==> src/hdl/sos_blink_code_led_sequencer_defines.svh <==
// ----------------------------------------------------------------------------
// SOS blink-code sequencer assertion macros
// Shared property wrappers for the sequencer checks.
// ----------------------------------------------------------------------------
`ifndef SOS_BLINK_CODE_LED_SEQUENCER_DEFINES_SVH
`define SOS_BLINK_CODE_LED_SEQUENCER_DEFINES_SVH

// Same-cycle implication, sampled on clk, off during reset
`define SOS_ASSERT_NOW(label, ante, cons) \
  label: assert property (@(posedge clk) disable iff (rst) (ante) |-> (cons)) \
    else $error("sequencer same-cycle check failed");

// Next-cycle implication, sampled on clk, off during reset
`define SOS_ASSERT_NEXT(label, ante, cons) \
  label: assert property (@(posedge clk) disable iff (rst) (ante) |=> (cons)) \
    else $error("sequencer next-cycle check failed");

`endif

==> src/hdl/sosblk_pkg.sv <==
// ----------------------------------------------------------------------------
// SOS blink-code sequencer package
// Request/result types, opcodes and phase durations in millisecond ticks.
// ----------------------------------------------------------------------------
package sosblk_pkg;

  localparam int MS_W = 10;

  // Request opcodes
  localparam logic OP_TICK  = 1'b0;
  localparam logic OP_START = 1'b1;

  // Group index of the code group (preamble groups are 0..2)
  localparam logic [1:0] GRP_CODE = 2'd3;

  // Phase durations in ms
  localparam logic [MS_W-1:0] T_SHORT_ON = 10'd150;
  localparam logic [MS_W-1:0] T_LONG_ON  = 10'd300;
  localparam logic [MS_W-1:0] T_GAP      = 10'd100;
  localparam logic [MS_W-1:0] T_SOS_END  = 10'd900;
  localparam logic [MS_W-1:0] T_CODE_END = 10'd800;

  typedef struct packed {
    logic       op;
    logic [7:0] error_code;
  } in_req_t;

  typedef struct packed {
    logic led_lit;
    logic busy_res;
    logic finished;
  } out_res_t;

  function automatic logic [MS_W-1:0] on_time(input logic [1:0] g);
    logic [MS_W-1:0] t;
    case (g)
      2'd1:    t = T_LONG_ON;
      GRP_CODE: t = T_LONG_ON;
      default: t = T_SHORT_ON;
    endcase
    return t;
  endfunction

  function automatic logic [MS_W-1:0] off_time(input logic [1:0] g);
    logic [MS_W-1:0] t;
    case (g)
      GRP_CODE: t = T_LONG_ON;
      default:  t = T_GAP;
    endcase
    return t;
  endfunction

  function automatic logic [MS_W-1:0] pause_time(input logic [1:0] g);
    logic [MS_W-1:0] t;
    case (g)
      2'd2:     t = T_SOS_END;
      GRP_CODE: t = T_CODE_END;
      default:  t = T_GAP;
    endcase
    return t;
  endfunction

endpackage

==> src/hdl/sos_blink_code_led_sequencer.sv <==
// ----------------------------------------------------------------------------
// SOS blink-code LED sequencer
// Each request passes the input register and then the result register. Throughput:
// 1 request per cycle while no result is stalled; the input register holds one
// request while a result is stalled. Reset clears the sequence and both stages.
// ----------------------------------------------------------------------------
`include "sos_blink_code_led_sequencer_defines.svh"

module sos_blink_code_led_sequencer #(
  parameter int PASSES           = 2,
  parameter int PREAMBLE_FLASHES = 3
) (
  input  logic                clk,
  input  logic                rst,
  input  logic                in_valid,
  output logic                in_stall,
  input  sosblk_pkg::in_req_t in_data,
  output logic                out_valid,
  input  logic                out_stall,
  output sosblk_pkg::out_res_t out_data
);
  import sosblk_pkg::*;

  typedef enum logic [1:0] {
    PH_ON    = 2'd0,
    PH_OFF   = 2'd1,
    PH_PAUSE = 2'd2
  } phase_t;

  localparam logic [7:0] PRE_COUNT = 8'(PREAMBLE_FLASHES);

  // Input stage
  logic    req_valid;
  in_req_t req;

  // Sequence state
  logic            running, running_next;
  logic            pass_index, pass_index_next;
  logic [1:0]      group_index, group_index_next;
  phase_t          flash_phase, flash_phase_next;
  logic [7:0]      flashes_left, flashes_left_next;
  logic [MS_W-1:0] ms_left, ms_left_next;
  logic [7:0]      held_code, held_code_next;
  logic            done;

  logic            adv;
  logic            in_take;
  logic [MS_W-1:0] ms_dec;
  logic [7:0]      fl_dec;
  logic [1:0]      g_nxt;
  logic [7:0]      g_count;

  // Advance the request into the sequencer when the result slot frees up
  assign adv      = req_valid && (!out_valid || !out_stall);
  assign in_stall = req_valid && !adv;
  assign in_take  = in_valid && !in_stall;

  assign ms_dec  = ms_left - MS_W'(ms_left != '0);
  assign fl_dec  = flashes_left - 8'(flashes_left != '0);
  assign g_nxt   = group_index + 2'd1;
  assign g_count = (g_nxt == GRP_CODE) ? held_code : PRE_COUNT;

  // Step the phase machine for one request
  always_comb begin
    running_next      = running;
    pass_index_next   = pass_index;
    group_index_next  = group_index;
    flash_phase_next  = flash_phase;
    flashes_left_next = flashes_left;
    ms_left_next      = ms_left;
    held_code_next    = held_code;
    done              = 1'b0;
    if (req.op == OP_START) begin
      if (!running) begin
        held_code_next    = req.error_code;
        running_next      = 1'b1;
        pass_index_next   = 1'b0;
        group_index_next  = 2'd0;
        flashes_left_next = PRE_COUNT;
        flash_phase_next  = PH_ON;
        ms_left_next      = on_time(2'd0);
      end
    end else if (running) begin
      ms_left_next = ms_dec;
      if (ms_dec == '0) begin
        case (flash_phase)
          PH_ON: begin
            flash_phase_next = PH_OFF;
            ms_left_next     = off_time(group_index);
          end
          PH_OFF: begin
            flashes_left_next = fl_dec;
            if (fl_dec != '0) begin
              flash_phase_next = PH_ON;
              ms_left_next     = on_time(group_index);
            end else begin
              flash_phase_next = PH_PAUSE;
              ms_left_next     = pause_time(group_index);
            end
          end
          default: begin
            if (group_index != GRP_CODE) begin
              // Enter the next group; an empty group plays its pause only
              group_index_next = g_nxt;
              if (g_count == '0) begin
                flashes_left_next = '0;
                flash_phase_next  = PH_PAUSE;
                ms_left_next      = pause_time(g_nxt);
              end else begin
                flashes_left_next = g_count;
                flash_phase_next  = PH_ON;
                ms_left_next      = on_time(g_nxt);
              end
            end else if (int'(pass_index) + 1 < PASSES) begin
              pass_index_next   = pass_index + 1'b1;
              group_index_next  = 2'd0;
              flashes_left_next = PRE_COUNT;
              flash_phase_next  = PH_ON;
              ms_left_next      = on_time(2'd0);
            end else begin
              running_next      = 1'b0;
              pass_index_next   = 1'b0;
              group_index_next  = 2'd0;
              flash_phase_next  = PH_ON;
              flashes_left_next = '0;
              ms_left_next      = '0;
              done              = 1'b1;
            end
          end
        endcase
      end
    end
  end

  // Hold the input register; refill on accept, drop once advanced
  always_ff @(posedge clk) begin
    if (rst) begin
      req_valid <= 1'b0;
    end else if (in_take) begin
      req_valid <= 1'b1;
    end else if (adv) begin
      req_valid <= 1'b0;
    end
    if (in_take) begin
      req <= in_data;
    end
  end

  // Update sequence state and the result register
  always_ff @(posedge clk) begin
    if (rst) begin
      running      <= 1'b0;
      pass_index   <= 1'b0;
      group_index  <= 2'd0;
      flash_phase  <= PH_ON;
      flashes_left <= '0;
      ms_left      <= '0;
      held_code    <= '0;
      out_valid    <= 1'b0;
    end else begin
      if (adv) begin
        running      <= running_next;
        pass_index   <= pass_index_next;
        group_index  <= group_index_next;
        flash_phase  <= flash_phase_next;
        flashes_left <= flashes_left_next;
        ms_left      <= ms_left_next;
        held_code    <= held_code_next;
        out_valid    <= 1'b1;
      end else if (!out_stall) begin
        out_valid <= 1'b0;
      end
    end
    if (adv) begin
      out_data.led_lit  <= running_next && (flash_phase_next == PH_ON);
      out_data.busy_res <= running_next;
      out_data.finished <= done;
    end
  end

  // Checks
  `SOS_ASSERT_NOW(a_fin_not_busy, out_valid && out_data.finished, !out_data.busy_res)
  `SOS_ASSERT_NOW(a_lit_busy, out_valid && out_data.led_lit, out_data.busy_res)
  `SOS_ASSERT_NOW(a_run_time_left, running, ms_left != '0)
  `SOS_ASSERT_NEXT(a_req_held, req_valid && out_valid && out_stall, req_valid)

endmodule
==> config.mk <==
export PLATFORM = sky130hd
export DESIGN_NAME = sos_blink_code_led_sequencer
export DESIGN_NICKNAME = d
export VERILOG_FILES = /design/src/hdl/sosblk_pkg.sv /design/src/hdl/sos_blink_code_led_sequencer.sv
export VERILOG_INCLUDE_DIRS = /design/src /design/src/hdl
export SDC_FILE = /design/constraint.sdc
export NUM_CORES = 1
export LEC_CHECK = 0
export ABC_CLOCK_PERIOD_IN_PS = 4400
export BUFFER_PORTS_ARGS = -buffer_cell sky130_fd_sc_hd__buf_2
export CAP_MARGIN = 5
export CORE_MARGIN = 4
export CORE_UTILIZATION = 45
export CTS_CLUSTER_DIAMETER = 200
export DETAILED_ROUTE_END_ITERATION = 6
export GPL_TIMING_DRIVEN = 0
export PLACE_DENSITY_LB_ADDON = 0.05
export SLEW_MARGIN = 15
export SYNTH_ARGS = -nofsm -noshare
export SYNTH_HDL_FRONTEND = slang
export SYNTH_SLANG_ARGS = --single-unit
==> constraint.sdc <==
create_clock -name clk -period 4.4 [get_ports clk]
set_clock_uncertainty 0.15 [all_clocks]
set_input_delay 0.66 -clock clk [delete_from_list [all_inputs] [get_ports clk]]
set_output_delay 0.66 -clock clk [all_outputs]
set_load 0.01 [all_outputs]
Yosys cells after proc, flatten, opt, wreduce, memory -nomap -nowiden
Cells that the tools add are included.

word-level totals
  register bits = 46
  input port bits = 13
  output and inout bits = 5
  logic and storage cells = 118

operators by class
  add/subtract/negate cells = 5
  order comparisons = 1
  equal/unequal tests = 13
  muxes and demuxes = 55
  bitwise gates (word level) = 2
  reduce and logical (&&, ||, !) cells = 28

operators with widths
  kind                  count
  $mux W10              7
  $mux W8               8
  $pmux W10 S2          3
  $mux W2               14
  $mux W9               3
  $mux W1               18
  $pmux W8 S2           1
  $reduce_bool A8 Y1    2
  $logic_not A10 Y1     1
  $reduce_and A5 Y1     2
  $reduce_bool A10 Y1   1
  $sub A10 B1 Y10       1
  $eq A2 B2 Y1 const B  4
  $logic_not A8 Y1      1
  $ne A2 B2 Y1 const B  4
  $sub A8 B1 Y8         1
  $eq A2 B1 Y1 const B  3
  $reduce_and A3 Y1     2
  $reduce_and A6 Y1     1
  $reduce_bool A2 Y1    3
  $reduce_or A2 Y1      3
  $reduce_or A6 Y1      1
  $logic_and A1 B1 Y1   4
  $logic_not A1 Y1      4
  other kinds (9)       12

Longest topological paths before layout
Gate-level depths: netlist of run 1.

  depth after elaboration = 12
  depth in mapped cells = 14
  depth with buffers taken out = 12

Worst setup path after synthesis of run 1
OpenSTA, ideal clock, no wires.

  path kind = reg-to-reg
  start = reg ms_left[4]
  end = reg flash_phase[1]
  library setup time = 70 ps
  arrival time = 3398 ps
  data required time = 4180 ps
  slack = 781 ps
  cell stages (with the launch flop) = 14
  path buffers = 3
  period minus slack after synthesis = 3619 ps
  cells stage by stage = dfxtp_1 -> or3_1 -> clkbuf_1 -> nor3_1 -> nand3_1 -> ha_1 -> or4b_1 -> buf_2 -> nor4_1 -> xor2_1 -> or4_1 -> buf_2 -> or4b_1 -> a21oi_1

on the way
  longest elaborated chain between the ends = 6

RTL lines
  element                 RTL line                             RTL
  from (decl)             sos_blink_code_led_sequencer.sv:42   logic [MS_W-1:0] ms_left, ms_left_next;
  from (signal assigned)  sos_blink_code_led_sequencer.sv:167  ms_left <= ms_left_next;
  $reduce_bool A10 Y1     sos_blink_code_led_sequencer.sv:58   assign ms_dec = ms_left - MS_W'(ms_left != '0);
  $sub A10 B1 Y10 (*)     sos_blink_code_led_sequencer.sv:58
  $logic_not A10 Y1 (*)   sos_blink_code_led_sequencer.sv:85   if (ms_dec == '0) begin
  $mux W2 (*)             sos_blink_code_led_sequencer.sv:85
  $mux W2 (*)             sos_blink_code_led_sequencer.sv:83   end else if (running) begin
  $mux W2 (*)             sos_blink_code_led_sequencer.sv:73   if (req.op == OP_START) begin
  to (signal assigned)    sos_blink_code_led_sequencer.sv:165  flash_phase <= flash_phase_next;
  to (decl)               sos_blink_code_led_sequencer.sv:40   phase_t flash_phase, flash_phase_next;

Mark *: on every way between the ends. The rest lies on a longest branch, timed or not.
A chain may end at the register's enable or synchronous reset.

Final worst setup path of run 1
  start = reg ms_left[4]
  end = reg flashes_left[7]

on the way
  longest elaborated chain between the ends = 5

RTL lines
  element                           RTL line                             RTL
  $reduce_bool A10 Y1               sos_blink_code_led_sequencer.sv:58
  $sub A10 B1 Y10 (*)               sos_blink_code_led_sequencer.sv:58
  $logic_not A10 Y1 (*)             sos_blink_code_led_sequencer.sv:85
  $reduce_bool A2 Y1 (no line) (*)  --
  $reduce_and A5 Y1 (no line) (*)   --
  to (signal assigned)              sos_blink_code_led_sequencer.sv:166  flashes_left <= flashes_left_next;
  to (decl)                         sos_blink_code_led_sequencer.sv:41   logic [7:0] flashes_left, flashes_left_next;

Marks and branches as above.

==> out/results.txt, run 1 <==
0 antenna diodes ended up in the layout. After legalization and detailed placement, the total HPWL measured 5264 um. The most used flip-flop cell after synthesis is sky130_fd_sc_hd__dfxtp_1.

Number of failing hold endpoints at the final stage: 0. At the worst endpoint, the arrival time is 4.13 ns. The logs give 0 for the final number of setup-violating endpoints and 0.001070 uW for the static leakage. Counting the buffers created by CTS gives 5. The run gives 1614 um2 as the total area of multi-input combinational cells. The number of different library cells used by synthesis comes to 58. The tools report the max-cap check violation count as 0. The floorplan step set the die width to 86.43 um. Residual overflow from global routing: 0. Setup repair after global routing left no endpoint under its margin.

For this design the ratio of total power to cell area is 326.9 nW/um2. Hold repair after CTS inserted 0 buffers. The post-route non-filler standard cell count came out at 438.

The kind of cell with the highest combined delay on the critical path was simple AND/OR/NAND/NOR gates. The logs give 2,441 for the number of global-route vias before repair and 2 for the maximum clock path buffer count. The per-instance average area after synthesis came out at 8.164 um2.

The root buffer cell chosen for the clock tree is sky130_fd_sc_hd__clkbuf_8. Data on the critical path is required at its endpoint by 4.45 ns. Final core utilization: 51.37%. The path class of the tightest hold or removal check is reg2reg. The peak ir drop on the vdd network came out at 162.6 uV. The clock input transition at the sequential cells of the worst setup and hold paths works out to 0.09 ns. The synthesized design contains 12 enable-type register cells. Once placement completed, the tool counted placed cells totaling 430. In this run the vertical extent of the chip is 86.43 um. On the final layout, the worst hold slack is 0.3269 ns. The via density per instance is 5.900, and the maximum fanout along the worst path is 10. Leaving out fill and tap cells, the most frequent cells in the layout are sky130_fd_sc_hd__nand2_1 (38), sky130_fd_sc_hd__dfxtp_1 (34), sky130_fd_sc_hd__o21ai_0 (26), sky130_fd_sc_hd__a21oi_1 (26), sky130_fd_sc_hd__nor2_1 (21).

The routed length per placed instance was 16.27 um; the area occupied by registers was 1041 um2. After floorplanning, the core was sized to cover 5956 um2. After synthesis, the cell types taking the most area are sky130_fd_sc_hd__dfxtp_1 (25%), sky130_fd_sc_hd__edfxtp_1 (13%), sky130_fd_sc_hd__ha_1 (5.9%), sky130_fd_sc_hd__nand2_1 (5.2%), sky130_fd_sc_hd__a21oi_1 (4.7%). Synthesis handed over a netlist of 339 instances. In the final layout, the share of cells above drive strength 1 is 10.47%.

The synthesized design contains 46 register bits. After detailed routing, the number of remaining DRC violations is 0. In the global route stage, overall resource usage came out at 20.11%.

The area growth from synthesis to layout is 10.53%. The tools report the overall die area as 7469 um2. The logs give 0 for the max-slew violation count and 605 for the number of fill cells in the layout. The final period utilization is 92.69%. Summing every instance area after synthesis gives 2768 um2.

Derived from the worst setup path, the maximum achievable clock frequency is 245.2 MHz. Final setup TNS: 0 ns. The tools report the launching element type of the critical path as a register. The count of nets left with antenna violations once routing finished came out at 0. The routed design has 7125 um of wire.

For the total number of H-tree levels, the log shows 2. Summed over all instances, the cell type with the most area after synthesis is sky130_fd_sc_hd__dfxtp_1. The run gives 0 as the number of antenna violations at the first check in global routing.

The critical path is of the reg2reg type. Floorplan row count: 28. The largest stage delay on the critical path is 0.52 ns. The transition time at the pin with the least slew margin was 0.7188 ns; the total clock sinks was 46. The post-route minimum period works out to 4.078 ns. Among the stages of the critical path, the cell type that occurs most often is sky130_fd_sc_hd__buf_2.

Once the floorplan was initialized, standard cells occupied 46.47% of the core. STA classifies the critical path endpoint as a register. The flow ran to the end, and the final reports show no timing, DRC or antenna violations.

The detailed router placed 2,584 vias in this run. At the later pin of the worst-skew pair, clock insertion delay measures 0.31 ns. The number of buffer and inverter instances along the worst setup path is 3. The Yosys step of the flow raised 0 warnings. Slowest library cell on the worst path: sky130_fd_sc_hd__or4_1.

The first global-routing pass estimated 12,050 um of wire. Before antenna repair, the detailed router went through 4 iterations. The critical path goes through or3_1 > clkbuf_2 > nor3_1 > nand3_1 > ha_1 > or4b_1 > buf_2 > nor4_1 > xor2_1 > or4_1 > buf_2 > nor2_1 > o22ai_1 > a22o_1.

Of all flip-flops after synthesis, the portion carrying an async set or reset was 0%. In this run, the number of DRC markers left after iteration 0 of detailed routing was 230. In this run the count of I/O pins placed on the die edge is 18. Worst-case headroom to the max-slew limit: 51.98%.

Fraction of the yosys area taken by sequential cells: 37.61%. The count of buffers inserted at the top-level ports was 16. The net count after synthesis is 365.

The run gives 17 as the maximum number of pins on one net before global-route repair. The most common library cell in the layout ignoring fill and taps is sky130_fd_sc_hd__nand2_1. The share of synthesized area in the top cell type comes to 24.59%. The tools report the post-layout net count as 388. At the end of routability-driven placement, the weighted congestion stood at 0.8991.

TritonCTS built the clock tree.
==> cells by family after synthesis <==
kind of cell | count (synthesis) | synth area share, %
muxes | 1 | 0.3617
buffers and inverters | 33 | 4.928
and+or+nand+nor | 140 | 26.45
AOI/OAI and AO/OA | 98 | 22.24
DFF | 46 | 37.61
adders and majority gates | 13 | 5.877
xor gates and xnor gates | 8 | 2.532
==> state kept, by name (all words and copies together) (netlist names) <==
| signal | cells |
|---|---|
| flash_phase | 2 |
| flashes_left | 8 |
| group_index | 2 |
| held_code | 8 |
| ms_left | 10 |
| out_data | 3 |
| out_valid | 1 |
| pass_index | 1 |
| req | 9 |
| req_valid | 1 |
| running | 1 |
==> cell usage after synthesis, types with 3 or more instances <==
master	instances
sky130_fd_sc_hd__a21oi_1	26
sky130_fd_sc_hd__edfxtp_1	12
sky130_fd_sc_hd__nor4_1	9
sky130_fd_sc_hd__ha_1	13
sky130_fd_sc_hd__a22oi_1	3
sky130_fd_sc_hd__nor3_1	18
sky130_fd_sc_hd__o21ai_0	26
sky130_fd_sc_hd__nand3_1	14
sky130_fd_sc_hd__o21a_1	3
sky130_fd_sc_hd__and3_1	5
sky130_fd_sc_hd__nand4_1	4
sky130_fd_sc_hd__clkbuf_1	14
sky130_fd_sc_hd__or4b_1	3
sky130_fd_sc_hd__nor3b_1	5
sky130_fd_sc_hd__nor2_1	21
sky130_fd_sc_hd__dfxtp_1	34
sky130_fd_sc_hd__nand2b_1	6
sky130_fd_sc_hd__nand2_1	38
sky130_fd_sc_hd__inv_1	10
sky130_fd_sc_hd__or3_1	4
sky130_fd_sc_hd__buf_2	4
sky130_fd_sc_hd__xnor2_1	3
sky130_fd_sc_hd__buf_1	3
sky130_fd_sc_hd__a31oi_1	6
sky130_fd_sc_hd__a211oi_1	4
sky130_fd_sc_hd__xor2_1	5
sky130_fd_sc_hd__a21o_1	3
sky130_fd_sc_hd__a22o_1	6
==> per-layer routing <==
| layer | global-route usage [%] | wire length, um | up-vias | part of all wire [%] |
|---|---|---|---|---|
| li1 | - | - | 1296 | - |
| met1 | 28.30 | 3479 | 1201 | 49 |
| met2 | 32.41 | 3207 | 80 | 45 |
| met3 | 3.137 | 365 | 7 | 5.1 |
| met4 | 4.816 | 72 | 0 | 1.0 |
| met5 | 0 | 0 | - | 0 |
==> worst register-to-register path, cell delays in order, from the launching register on <==
cell and delay (ns):
sky130_fd_sc_hd__dfxtp_1 0.44, sky130_fd_sc_hd__or3_1 0.17, sky130_fd_sc_hd__clkbuf_2 0.23, sky130_fd_sc_hd__nor3_1 0.11, sky130_fd_sc_hd__nand3_1 0.11, sky130_fd_sc_hd__ha_1 0.21, sky130_fd_sc_hd__or4b_1 0.44, sky130_fd_sc_hd__buf_2 0.18
sky130_fd_sc_hd__nor4_1 0.35, sky130_fd_sc_hd__xor2_1 0.21, sky130_fd_sc_hd__or4_1 0.52, sky130_fd_sc_hd__buf_2 0.19, sky130_fd_sc_hd__nor2_1 0.16, sky130_fd_sc_hd__o22ai_1 0.22, sky130_fd_sc_hd__a22o_1 0.30
==> worst paths after layout <==
path | startpoint | end | slack (ns) | cells after the start
worst min register to register | held_code[4] | held_code[4] | 0.33 | 2
worst max-delay path | ms_left[4] | flashes_left[7] | 0.32 | 14
worst max register to register | ms_left[4] | flashes_left[7] | 0.32 | 14
worst min-delay path | held_code[4] | held_code[4] | 0.33 | 2
==> power by group <==
group / total [uW] / internal [uW] / switching (uW)
Sequential: 460 / 450 / 9.28
Clock: 271 / 114 / 157
Combinational: 270 / 98.2 / 171
Total: 1000 / 662 / 338
==> layout make-up <==
| cell class | count | area share (%) |
|---|---|---|
| Clock buffer | 5 | 2.249 |
| Clock inverter | 3 | 0.7771 |
| Timing Repair Buffer | 16 | 2.618 |
| Buffer | 22 | 3.149 |
| Sequential cell | 46 | 34.03 |
| Tap cell | 75 | 3.067 |
| Multi-Input combinational cell | 260 | 52.76 |
| Inverter | 11 | 1.350 |
==> repair_timing <==
item	CTS	global route
gates resized for setup	0	6
buffers inserted	0	0
setup endpoints to repair	0	16
==> per-stage QoR <==
step | total power (uW) | area (um2) | worst slack, ns
3_5_place_dp | 723.3 | 2942 | 0.1037
3_3_place_gp | 720.6 | 2942 | 0.1527
5_1_grt | 1057 | 3059 | 0.05072
2_1_floorplan | 659.7 | 2768 | 0.7812
4_1_cts | 993.3 | 3034 | 0.08405
6_report | 1000 | 3059 | 0.3217
Power figures use the tool's default switching activity.
==> run 2: changes to the inputs <==
- CORE_MARGIN: 4 -> default
==> run 2 against run 1 <==
Fmax increased by 1.2%. Core utilization increased by 0.11 points. Critical path depth unchanged. Worst hold slack improved by 0.0019 ns. Total power decreased by 0.59%. Register-to-register slack improved by 0.05 ns. Die area decreased by 13%. First-iteration DRC count decreased by 31%. Clock power about the same. Largest cell class unchanged. Global-route usage increased by 2.8 points. Combinational power decreased by 3%.
==> out/results.txt, run 2 (synthesis gave the netlist of run 1 again) <==
Buffer cell driving the clock tree root: sky130_fd_sc_hd__clkbuf_8. The tools report the final number of setup-violating endpoints as 0. The net switching fraction of the power is 33.74%. The run finished with clean final reports. Across the run, the number of max-cap violations was 0.

The number of failing hold endpoints at the final stage is 0, and the die span in x is 80.43 um. The number of detailed-route iterations in the first pass is 4, and the number of design rule violations left after detail routing is 0. The number of antenna diodes in the final layout is 0. The height of the die works out to 80.43 um. The tools report the total number of H-tree levels as 2. The tools report the antenna violation net count after detailed routing as 0. The element type at the critical path end is a register.

Sequential cells burn 46.2% of the power. Counting I/O delays and the setup requirement, the final critical path takes 4.031 ns. Once layout is done, the placed cells without fillers occupy 3048 um2. Once placement finished, the instance area stood at 2942 um2.

In this run the worst path has a maximum fanout of 10. For this block, the routed nets add up to 6956 um of wire. Headroom to the max-slew limit came out at 50.74%.

The layout-stage area growth over the synthesis result was 10.13%; the highest clock frequency the design can meet was 248.1 MHz. The wire-length estimate of the detail-placed layout is 5164 um. Data arrival time of the critical path: 3.98 ns. The tools report the launching element type of the critical path as a register. Setup repair after global routing left no endpoint under its margin. Hold path startpoint: held_code[6]. For the floorplan row count, the log shows 28. The final critical path takes up 91.62% of the cycle. Tracing the worst setup path back leads to its startpoint at ms_left[4]. The total clock sinks was 46; the number of DRC violations after detailed-routing iteration 0 was 159.

Signal routing reaches up to met4. In this run the critical register-to-register path is launched from ms_left[4]. The logs give 658.8 uW for the internal power consumption and 0.001070 uW for the static leakage. The analysis attributes to net switching a power of 335.5 uW. The post-layout net count is 388, and the setup slack after placement is 0.1769 ns. The number of antenna violations at the first check in global routing was 0. The largest registers in the layout are ms_left x10, req x9.

Most common library cell in the layout ignoring fill and taps: sky130_fd_sc_hd__nand2_1. The power per cell area was 326.2 nW/um2. The run gives 3401 um as the post-route met1 wirelength.

The clock input transition at the sequential cells of the worst setup and hold paths was 0.09 ns. The final route contains 2,598 vias. For the worst setup path, the data required time is 4.35 ns.

Number of global-route vias before repair: 2,328. The setup path with the least slack is of type reg2reg. Setup slack on the critical path of the routed design comes to 0.3688 ns.

The floorplan step defined a die boundary enclosing 6468 um2. Length of routed met3 wiring: 313 um. Fraction of layout cells with a size suffix above 1: 9.917%. The wire length on met2 is 3159 um.

The maximum clock path buffer count is 2. The via density per instance was 5.932. Cells fill 51.48% of the core in the end. The top cell types in the final layout, fill and taps aside, are sky130_fd_sc_hd__nand2_1 (38), sky130_fd_sc_hd__dfxtp_1 (34), sky130_fd_sc_hd__o21ai_0 (26), sky130_fd_sc_hd__a21oi_1 (26), sky130_fd_sc_hd__nor2_1 (21). Port buffering added 16 buffers. The maximum number of pins on one net before global-route repair came out at 17. The global-route wire length before repair came out at 11,270 um. The number of placed I/O pins was 18. The routed length per placed instance came out at 15.88 um.

Relative contribution of combinational cells to total power: 26.2%. For this run, the total global-route usage over all layers was measured as 22.87%. Global routing finished with a remaining overflow of 0. The global placement routability congestion was 0.9159. For the effective utilization at floorplan, the log shows 46.75%. The max-slew violation count came out at 0. Across all hold checks on the routed design, the worst slack comes to 0.3288 ns. The transition time at the pin with the least slew margin came out at 0.7374 ns.

ms_left holds more flip-flops than any other register. For the number of buffers added by the clock tree synthesis step, the log shows 5. The total core area is 5921 um2. In the final timing run, aggregate negative setup slack is 0 ns. TritonCTS built the clock tree. The clock network is responsible for 27.6% of the overall power. The tightest min-delay check is of the reg2reg type.

Hold buffer count at cts: 0. The register with the most flip-flops in the layout has 10 of them. At the later pin of the worst-skew pair, clock insertion delay measures 0.31 ns.

The run gives 164.2 uV as the peak ir drop on the vdd network.
==> run 2: power by group through the flow <==
stage	clock network [uW]	logic [uW]	registers, uW
CTS	281	254	459
detailed placement	0	252	469
global placement	0	252	469
finish	274	261	459
global route	299	287	462
floorplan	0	192	468
==> run 2: worst max-delay path, cell delays in order, from the launching register on <==
cell                       delay, ns
sky130_fd_sc_hd__dfxtp_1        0.37
sky130_fd_sc_hd__or3_1          0.41
sky130_fd_sc_hd__clkbuf_2       0.20
sky130_fd_sc_hd__nor3_1         0.28
sky130_fd_sc_hd__nand3_1        0.12
sky130_fd_sc_hd__ha_1           0.23
sky130_fd_sc_hd__ha_1           0.26
sky130_fd_sc_hd__or3b_2         0.27
sky130_fd_sc_hd__nor4_1         0.06
sky130_fd_sc_hd__a211oi_1       0.49
sky130_fd_sc_hd__nor4_1         0.17
sky130_fd_sc_hd__buf_2          0.24
sky130_fd_sc_hd__nand2_1        0.10
sky130_fd_sc_hd__a31oi_1        0.08
sky130_fd_sc_hd__nor4_1         0.38
==> run 2: layout make-up <==
class / count / area, um2
plain buffers: 22 / 96.34
multi-input cells: 260 / 1603
well taps: 75 / 93.84
clock inverters: 3 / 23.77
flip-flops and latches: 46 / 1041
repair buffers: 16 / 80.08
clock buffers: 5 / 68.82
inverters: 11 / 41.29
fillers: 595 / 2873
==> run 2: stage by stage <==
stage	cells	power (uW)
after floorplan	339	659.7
after global placement	430	721.1
after detailed placement	430	721.6
after global routing	438	1048
after CTS	438	994.4
final	438	994.3
==> run 2: repair_timing <==
| item | 4_1_cts | 5_1_grt |
|---|---|---|
| endpoints found under the setup margin | 0 | 11 |
| setup buffers | 0 | 0 |
| gates resized for setup | 0 | 4 |
==> run 2: path summary, 6_finish.rpt <==
path,end,slack [ns],cells after the start
min reg2reg,held_code[6],0.33,2
min,held_code[6],0.33,2
max reg2reg,out_data[2],0.37,14
max,out_data[2],0.37,14
==> run 2: routing by layer <==
metal | track usage [%] | vias up
li1 | - | 1302
met2 | 35.76 | 73
met1 | 31.91 | 1215
met4 | 6.964 | 0
met3 | 3.864 | 8
met5 | 0 | -
